**src/hw/rtl/fbfs_pkg.sv**
```systemverilog
// shared types and constants for the block pool allocator
package fbfs_pkg;

    localparam int MAX_BLOCKS = 256;
    localparam int IDX_W      = $clog2(MAX_BLOCKS);
    localparam int COUNT_W    = IDX_W + 1;
    localparam int BYTES_W    = 17;
    localparam int ADDR_W     = 32;
    localparam int PROD_W     = IDX_W + BYTES_W;
    localparam int CFG_IDX_W  = 2;
    localparam int STEP_W     = $clog2(ADDR_W);

    typedef enum logic [2:0] {
        ST_ALLOCATED  = 3'd0,
        ST_EMPTY      = 3'd1,
        ST_FREED      = 3'd2,
        ST_NULL       = 3'd3,
        ST_OUTSIDE    = 3'd4,
        ST_MISALIGNED = 3'd5,
        ST_FULL       = 3'd6
    } status_t;

    typedef enum logic [CFG_IDX_W-1:0] {
        REG_POOL_BASE   = 2'd0,
        REG_BLOCK_BYTES = 2'd1,
        REG_BLOCK_COUNT = 2'd2
    } cfg_reg_t;

    typedef enum logic [2:0] {
        S_IDLE,
        S_DIV,
        S_RD,
        S_MUL,
        S_ADD,
        S_OUT
    } state_t;

    typedef struct packed {
        logic             clear;
        logic             wr_en;
        logic             rd_en;
        logic [IDX_W-1:0] addr;
        logic [IDX_W-1:0] wdata;
    } stk_req_t;

    typedef struct packed {
        logic               start;
        logic [ADDR_W-1:0]  dividend;
        logic [BYTES_W-1:0] divisor;
    } div_req_t;

    typedef struct packed {
        logic               done;
        logic [ADDR_W-1:0]  quotient;
        logic [BYTES_W-1:0] remainder;
    } div_rsp_t;

endpackage

```
**src/hw/rtl/fixed_block_free_stack_allocator.sv**
```systemverilog
// allocate: stack read, multiply, add, then the output register
// free of a nonzero address: waits on the 32-step serial divider, then the output
// register; null free and empty allocate go straight to the output register
// one request at a time: the next is taken the cycle after the result is registered;
// a stalled output holds the result, and with it the next request, back
// reset: state and config registers to defaults, stack written flags cleared so entry i reads as i
module fixed_block_free_stack_allocator (
    input  logic                              aclk,
    input  logic                              aresetn,
    input  logic                              cfg_wr_en,
    input  logic [fbfs_pkg::CFG_IDX_W-1:0]    cfg_index,
    input  logic [fbfs_pkg::ADDR_W-1:0]       cfg_data,
    input  logic                              s_valid,
    output logic                              s_ready,
    input  logic                              s_kind,
    input  logic [fbfs_pkg::ADDR_W-1:0]       s_address,
    output logic                              m_valid,
    input  logic                              m_ready,
    output logic [2:0]                        m_status,
    output logic [fbfs_pkg::ADDR_W-1:0]       m_block_address,
    output logic [fbfs_pkg::COUNT_W-1:0]      m_free_count
);

    fbfs_pkg::state_t             state_reg, state_next;
    logic [fbfs_pkg::ADDR_W-1:0]  pool_base_reg, pool_base_next;
    logic [fbfs_pkg::BYTES_W-1:0] block_bytes_reg, block_bytes_next;
    logic [fbfs_pkg::COUNT_W-1:0] block_count_reg, block_count_next;
    logic [fbfs_pkg::COUNT_W-1:0] free_top_reg, free_top_next;
    logic [fbfs_pkg::PROD_W-1:0]  prod_reg, prod_next;
    fbfs_pkg::status_t            res_status_reg, res_status_next;
    logic [fbfs_pkg::ADDR_W-1:0]  res_addr_reg, res_addr_next;
    logic                         m_valid_reg, m_valid_next;
    fbfs_pkg::status_t            m_status_reg, m_status_next;
    logic [fbfs_pkg::ADDR_W-1:0]  m_addr_reg, m_addr_next;
    logic [fbfs_pkg::COUNT_W-1:0] m_count_reg, m_count_next;

    logic [fbfs_pkg::COUNT_W-1:0] eff_count;
    logic [fbfs_pkg::COUNT_W-1:0] new_count;
    logic [fbfs_pkg::BYTES_W-1:0] eff_bytes;

    fbfs_pkg::stk_req_t           stk_req;
    logic [fbfs_pkg::IDX_W-1:0]   stk_rd_data;
    fbfs_pkg::div_req_t           div_req;
    fbfs_pkg::div_rsp_t           div_rsp;

    fbfs_stack u_stack (
        .aclk    (aclk),
        .aresetn (aresetn),
        .req     (stk_req),
        .rd_data (stk_rd_data)
    );

    fbfs_divider u_divider (
        .aclk    (aclk),
        .aresetn (aresetn),
        .req     (div_req),
        .rsp     (div_rsp)
    );

    always_comb begin
        eff_count = (block_count_reg > fbfs_pkg::COUNT_W'(fbfs_pkg::MAX_BLOCKS))
                  ? fbfs_pkg::COUNT_W'(fbfs_pkg::MAX_BLOCKS) : block_count_reg;
        new_count = (cfg_data[fbfs_pkg::COUNT_W-1:0] > fbfs_pkg::COUNT_W'(fbfs_pkg::MAX_BLOCKS))
                  ? fbfs_pkg::COUNT_W'(fbfs_pkg::MAX_BLOCKS) : cfg_data[fbfs_pkg::COUNT_W-1:0];
        eff_bytes = (block_bytes_reg == '0) ? fbfs_pkg::BYTES_W'(1) : block_bytes_reg;
    end

    always_comb begin
        state_next       = state_reg;
        pool_base_next   = pool_base_reg;
        block_bytes_next = block_bytes_reg;
        block_count_next = block_count_reg;
        free_top_next    = free_top_reg;
        prod_next        = prod_reg;
        res_status_next  = res_status_reg;
        res_addr_next    = res_addr_reg;
        m_valid_next     = m_valid_reg && !m_ready;
        m_status_next    = m_status_reg;
        m_addr_next      = m_addr_reg;
        m_count_next     = m_count_reg;
        s_ready          = 1'b0;
        stk_req          = '0;
        div_req.start    = 1'b0;
        div_req.dividend = s_address - pool_base_reg;
        div_req.divisor  = eff_bytes;

        unique case (state_reg)
            fbfs_pkg::S_IDLE: begin
                s_ready = 1'b1;
                if (s_valid) begin
                    res_addr_next = '0;
                    if (!s_kind) begin
                        if (free_top_reg == '0) begin
                            res_status_next = fbfs_pkg::ST_EMPTY;
                            state_next      = fbfs_pkg::S_OUT;
                        end else begin
                            free_top_next = free_top_reg - 1'b1;
                            state_next    = fbfs_pkg::S_RD;
                        end
                    end else if (s_address == '0) begin
                        res_status_next = fbfs_pkg::ST_NULL;
                        state_next      = fbfs_pkg::S_OUT;
                    end else begin
                        div_req.start = 1'b1;
                        state_next    = fbfs_pkg::S_DIV;
                    end
                end
            end
            fbfs_pkg::S_RD: begin
                stk_req.rd_en = 1'b1;
                stk_req.addr  = free_top_reg[fbfs_pkg::IDX_W-1:0];
                state_next    = fbfs_pkg::S_MUL;
            end
            fbfs_pkg::S_MUL: begin
                prod_next  = fbfs_pkg::PROD_W'(stk_rd_data) * fbfs_pkg::PROD_W'(eff_bytes);
                state_next = fbfs_pkg::S_ADD;
            end
            fbfs_pkg::S_ADD: begin
                res_addr_next   = pool_base_reg + fbfs_pkg::ADDR_W'(prod_reg);
                res_status_next = fbfs_pkg::ST_ALLOCATED;
                state_next      = fbfs_pkg::S_OUT;
            end
            fbfs_pkg::S_DIV: begin
                if (div_rsp.done) begin
                    // quotient at or past the count means past the end of the pool
                    if (div_rsp.quotient >= fbfs_pkg::ADDR_W'(eff_count)) begin
                        res_status_next = fbfs_pkg::ST_OUTSIDE;
                    end else if (div_rsp.remainder != '0) begin
                        res_status_next = fbfs_pkg::ST_MISALIGNED;
                    end else if (free_top_reg >= eff_count) begin
                        res_status_next = fbfs_pkg::ST_FULL;
                    end else begin
                        stk_req.wr_en   = 1'b1;
                        stk_req.addr    = free_top_reg[fbfs_pkg::IDX_W-1:0];
                        stk_req.wdata   = div_rsp.quotient[fbfs_pkg::IDX_W-1:0];
                        free_top_next   = free_top_reg + 1'b1;
                        res_status_next = fbfs_pkg::ST_FREED;
                    end
                    state_next = fbfs_pkg::S_OUT;
                end
            end
            fbfs_pkg::S_OUT: begin
                if (!m_valid_reg || m_ready) begin
                    m_valid_next  = 1'b1;
                    m_status_next = res_status_reg;
                    m_addr_next   = res_addr_reg;
                    m_count_next  = free_top_reg;
                    state_next    = fbfs_pkg::S_IDLE;
                end
            end
            default: begin
                state_next = fbfs_pkg::S_IDLE;
            end
        endcase

        if (cfg_wr_en) begin
            unique case (cfg_index)
                fbfs_pkg::REG_POOL_BASE: begin
                    pool_base_next = cfg_data;
                end
                fbfs_pkg::REG_BLOCK_BYTES: begin
                    block_bytes_next = cfg_data[fbfs_pkg::BYTES_W-1:0];
                end
                fbfs_pkg::REG_BLOCK_COUNT: begin
                    block_count_next = cfg_data[fbfs_pkg::COUNT_W-1:0];
                    free_top_next    = new_count;
                    stk_req.clear    = 1'b1;
                end
                default: begin
                end
            endcase
        end
    end

    always_ff @(posedge aclk) begin
        prod_reg       <= prod_next;
        res_status_reg <= res_status_next;
        res_addr_reg   <= res_addr_next;
        m_status_reg   <= m_status_next;
        m_addr_reg     <= m_addr_next;
        m_count_reg    <= m_count_next;
    end

    always_ff @(posedge aclk) begin
        if (!aresetn) begin
            state_reg       <= fbfs_pkg::S_IDLE;
            pool_base_reg   <= '0;
            block_bytes_reg <= fbfs_pkg::BYTES_W'(64);
            block_count_reg <= fbfs_pkg::COUNT_W'(fbfs_pkg::MAX_BLOCKS);
            free_top_reg    <= fbfs_pkg::COUNT_W'(fbfs_pkg::MAX_BLOCKS);
            m_valid_reg     <= 1'b0;
        end else begin
            state_reg       <= state_next;
            pool_base_reg   <= pool_base_next;
            block_bytes_reg <= block_bytes_next;
            block_count_reg <= block_count_next;
            free_top_reg    <= free_top_next;
            m_valid_reg     <= m_valid_next;
        end
    end

    assign m_valid         = m_valid_reg;
    assign m_status        = m_status_reg;
    assign m_block_address = m_addr_reg;
    assign m_free_count    = m_count_reg;

endmodule

```
**src/hw/rtl/fbfs_stack.sv**
```systemverilog
// free stack storage with per-entry written flags, unwritten entries read as their index
module fbfs_stack (
    input  logic                          aclk,
    input  logic                          aresetn,
    input  fbfs_pkg::stk_req_t            req,
    output logic [fbfs_pkg::IDX_W-1:0]    rd_data
);

    logic [fbfs_pkg::IDX_W-1:0]      mem_reg [fbfs_pkg::MAX_BLOCKS];
    logic [fbfs_pkg::MAX_BLOCKS-1:0] written_reg;
    logic [fbfs_pkg::IDX_W-1:0]      rd_mem_reg;
    logic [fbfs_pkg::IDX_W-1:0]      rd_addr_reg;
    logic                            rd_written_reg;

    always_ff @(posedge aclk) begin
        if (req.wr_en) begin
            mem_reg[req.addr] <= req.wdata;
        end
        if (req.rd_en) begin
            rd_mem_reg     <= mem_reg[req.addr];
            rd_addr_reg    <= req.addr;
            rd_written_reg <= written_reg[req.addr];
        end
    end

    // refill just forgets every write
    always_ff @(posedge aclk) begin
        if (!aresetn || req.clear) begin
            written_reg <= '0;
        end else if (req.wr_en) begin
            written_reg[req.addr] <= 1'b1;
        end
    end

    assign rd_data = rd_written_reg ? rd_mem_reg : rd_addr_reg;

endmodule

```
**src/hw/rtl/fbfs_divider.sv**
```systemverilog
// serial restoring divider, one quotient bit per cycle
module fbfs_divider (
    input  logic               aclk,
    input  logic               aresetn,
    input  fbfs_pkg::div_req_t req,
    output fbfs_pkg::div_rsp_t rsp
);

    logic [fbfs_pkg::BYTES_W-1:0] rem_reg, rem_next;
    logic [fbfs_pkg::ADDR_W-1:0]  quo_reg, quo_next;
    logic [fbfs_pkg::BYTES_W-1:0] dvs_reg, dvs_next;
    logic [fbfs_pkg::STEP_W-1:0]  cnt_reg, cnt_next;
    logic                         busy_reg, busy_next;
    logic                         done_reg, done_next;
    logic [fbfs_pkg::BYTES_W:0]   trial;
    logic [fbfs_pkg::BYTES_W:0]   diff;

    always_comb begin
        trial     = {rem_reg, quo_reg[fbfs_pkg::ADDR_W-1]};
        diff      = trial - {1'b0, dvs_reg};
        rem_next  = rem_reg;
        quo_next  = quo_reg;
        dvs_next  = dvs_reg;
        cnt_next  = cnt_reg;
        busy_next = busy_reg;
        done_next = 1'b0;
        if (req.start) begin
            rem_next  = '0;
            quo_next  = req.dividend;
            dvs_next  = req.divisor;
            cnt_next  = '0;
            busy_next = 1'b1;
        end else if (busy_reg) begin
            // remainder stays below the divisor, so the trial fits one extra bit
            if (!diff[fbfs_pkg::BYTES_W]) begin
                rem_next = diff[fbfs_pkg::BYTES_W-1:0];
                quo_next = {quo_reg[fbfs_pkg::ADDR_W-2:0], 1'b1};
            end else begin
                rem_next = trial[fbfs_pkg::BYTES_W-1:0];
                quo_next = {quo_reg[fbfs_pkg::ADDR_W-2:0], 1'b0};
            end
            cnt_next = cnt_reg + 1'b1;
            if (cnt_reg == fbfs_pkg::STEP_W'(fbfs_pkg::ADDR_W - 1)) begin
                busy_next = 1'b0;
                done_next = 1'b1;
            end
        end
    end

    always_ff @(posedge aclk) begin
        rem_reg <= rem_next;
        quo_reg <= quo_next;
        dvs_reg <= dvs_next;
        cnt_reg <= cnt_next;
    end

    always_ff @(posedge aclk) begin
        if (!aresetn) begin
            busy_reg <= 1'b0;
            done_reg <= 1'b0;
        end else begin
            busy_reg <= busy_next;
            done_reg <= done_next;
        end
    end

    assign rsp.done      = done_reg;
    assign rsp.quotient  = quo_reg;
    assign rsp.remainder = rem_reg;

endmodule

```
**config.mk**
```make
export PLATFORM = sky130hd
export DESIGN_NAME = fixed_block_free_stack_allocator
export DESIGN_NICKNAME = d
export VERILOG_FILES = /design/src/hw/rtl/fbfs_pkg.sv /design/src/hw/rtl/fixed_block_free_stack_allocator.sv /design/src/hw/rtl/fbfs_stack.sv /design/src/hw/rtl/fbfs_divider.sv
export SDC_FILE = /design/constraint.sdc
export NUM_CORES = 2
export LEC_CHECK = 0
export BUFFER_PORTS_ARGS = -buffer_cell sky130_fd_sc_hd__buf_4
export CORE_MARGIN = 2
export CORE_UTILIZATION = 62
export DETAILED_ROUTE_END_ITERATION = 10
export PLACE_DENSITY = 0.78
export SKIP_LAST_GASP = 1
export SLEW_MARGIN = 10
export SYNTH_ARGS = -nofsm -noshare
export SYNTH_HDL_FRONTEND = slang
export SYNTH_SLANG_ARGS = --single-unit
```
**constraint.sdc**
```tcl
create_clock -name aclk -period 7.8 [get_ports aclk]
set_input_delay 1.56 -clock aclk [delete_from_list [all_inputs] [get_ports aclk]]
set_output_delay 1.56 -clock aclk [all_outputs]
set_load 0.01 [all_outputs]
```
==> flow_summary.toml <==
[outcome]
status = "complete, no violations"

[yosys]
yosys_warnings = 0
synth_edf_count = 2218
synth_cells = 7258
synth.avg_cell_area_um2 = 14.8
ys_ff_latch = 2569
async_flop_share_pct = 0
synth_flop_cell = "edfxtp_1"
ys_types = 84
synth_area_um2 = 107000
syn_nets = 7564
yosysSeqAreaShare_pct = 68.8

[timing]
clock_skew_ns = 0.0579
max_freq_mhz = 147
fin_crit_ns = 6.81
slew_violations = 0
fin_setup_tns_ns = 0
grt_setup_unrepaired = "false"
hold_violations = 0
period_share_pct = 87.3
relSlewSlack_pct = 4.51
worstMarginPinSlew_ns = 1.42
setup_viol = 0

[job]
cap_violations = 0

[floorplan]
die_w_um = 420
rows = 152
die_y_um = 420
dieArea_um2 = 176000
initial_core_util_pct = 62.4
core_area_um2 = 172000
num_io_pins = 118

[setup_path]
r2r-start = "block_count_reg[8]"
reg2reg_slack_ns = 0.99
path_class = "flop to flop"
worstPathRequired_ns = 8.31
crit_path_end_kind = "flop"
start_kind = "flop"
rr_endpoint = "u_stack.mem_reg[56][2]"
reg2regPathDepth = 12
cp_max_fo = 13
arrival_ns = 7.31

[global_routing]
antenna_found_initial = 12
grt_pass1_wl_um = 442000
grt_max_degree = 165
grt_usage_pct = 34.7
grt_pass1_vias = 65400
grt-ovfl-total = 0

[final_layout]
nNetsFinal = 7738
final_common_cell = "edfxtp_1"
fin_cells = 9965
largest_reg_flops = 2048
most-common-layout-cells = "2,218 x edfxtp_1, 857 x nor2_1, 557 x nand2_1"
post-route-util_pct = 69.5
area_delta_synth_final_pct = 11.3
drive_gt1_share_pct = 13.7
nFillCells = 11000

[hold_path]
holdPathStages = 0
hold_start = "res_addr_reg[10]"
holdCritPathClass = "flop to flop"
min_to = "m_block_address[10]"

[power_and_ir_drop]
p_leak_nw = 35.7
irDropWorstVdd_mv = 0.271
powerDensity_nw_per_um2 = 245

[route]
drt-vias-per-instance = 6.75
route.detailed.drc = 0
ant_nets = 0
avgRoutedWirePerCell_um = 30.8
drt_iter0_markers = 11100
via_count = 67300
wirelength_um = 307000
drt_first_pass_iters = 6

[cts]
cts_root_buffer = "clkbuf_16"
clkTransAtPathRegs_ns = 0.06
clock_path_buffers = 3
clkLatencyLatePin_ns = 0.90
cts.sinks = 2569
cts_tree = "built"
cts_resized = 0
cts_hold_buf = 0
htree_num_levels = 4
post-cts-setup-buffer-count = 0
cts_buffers = 239

[placement]
port_buffers = 117
dpl.hpwl_um = 190000
dpl.cell_count = 9501
gp_congestion = 0.958
==> per-layer routing <==
layer	GRT usage [%]	share of wire [%]	vias up
met4	19.7	6.5	12
li1	-	-	27800
met5	0	0.026	-
met2	51.1	44	5083
met3	9.81	14	992
met1	46.9	36	33400
==> power by group <==
| part | switching [W] | internal, W | total [W] |
|---|---|---|---|
| sequential | 0.000169 | 0.0150 | 0.0151 |
| combinational | 0.00147 | 0.000826 | 0.00230 |
| clock | 0.00514 | 0.00668 | 0.0118 |
| total | 0.00678 | 0.0225 | 0.0292 |
==> synth_stat cells (all sizes together), types with 141 or more instances <==
master | number | area [µm²]
edfxtp | 2218 | 66600
nor2 | 861 | 3240
nand2 | 564 | 2120
mux2i | 518 | 5180
dfxtp | 351 | 7030
o22ai | 265 | 1660
a21oi | 261 | 1310
mux4 | 252 | 5680
clkbuf | 232 | 871
buf | 182 | 1130
inv | 181 | 679
o21ai | 144 | 721
ha | 141 | 1760
==> logic make-up (layout without fill, tap and decap cells) <==
kind of cell    count (synthesis)  after routing  share of synthesized area (%)
fa+ha+maj                     234            234                           3.39
buf+inv                       598            986                           2.51
other cells                     0              9                              0
simple gates                 1914           1914                           7.83
compound gates               1065           1065                           6.40
mux                           794            794                           10.4
flops                        2569           2569                           68.8
xor+xnor                       84             84                          0.687
==> worst max-delay path: stages, from the launching register on <==
cell	delay, ns
dfxtp_1	0.37
clkinv_1	0.27
nand2_1	0.19
ha_1	0.25
a2111oi_2	0.29
nor3_1	0.15
o41ai_1	0.55
o21ai_0	0.39
and3b_1	0.41
nor2b_2	1.08
nand4_1	1.04
buf_4	0.55
nor2_1	0.88
==> cell type report <==
class                      count  area, µm²  share of cell area, %
clock inverter               118       1350                   1.13
inverter                     184        701                  0.588
antenna                        9       22.5                 0.0189
sequential                  2569      73600                   61.8
tap                         2310       2890                   2.42
multi-input combinational   4091      30900                   26.0
clock buffer                 337       6610                   5.55
timing repair buffer         347       3060                   2.56
==> how the worst max path moves through the flow <==
| stage | startpoint | endpoint |
|---|---|---|
| floorplan | block_count_reg[0] | u_stack.mem_reg[0][0] |
| global placement | block_count_reg[8] | u_stack.mem_reg[56][4] |
| detailed placement | block_count_reg[8] | u_stack.mem_reg[56][3] |
| CTS | block_count_reg[8] | u_stack.mem_reg[56][1] |
| global route | block_count_reg[8] | u_stack.mem_reg[56][1] |
| finish | block_count_reg[8] | u_stack.mem_reg[56][2] |
==> stage by stage <==
step | total power, W | hold WS (ns) | worst slack [ns] | cell area [µm²]
final | 0.0292 | 0.417 | 0.993 | 119000
after CTS | 0.0292 | 0.419 | 1.22 | 119000
after global placement | 0.0176 | 0.401 | 1.29 | 111000
after floorplan | 0.0169 | 0.400 | 0.924 | 107000
after global routing | 0.0299 | 0.423 | 0.806 | 119000
after detailed placement | 0.0176 | 0.405 | 1.26 | 111000
Note: power is estimated with default switching activity, not from simulation.
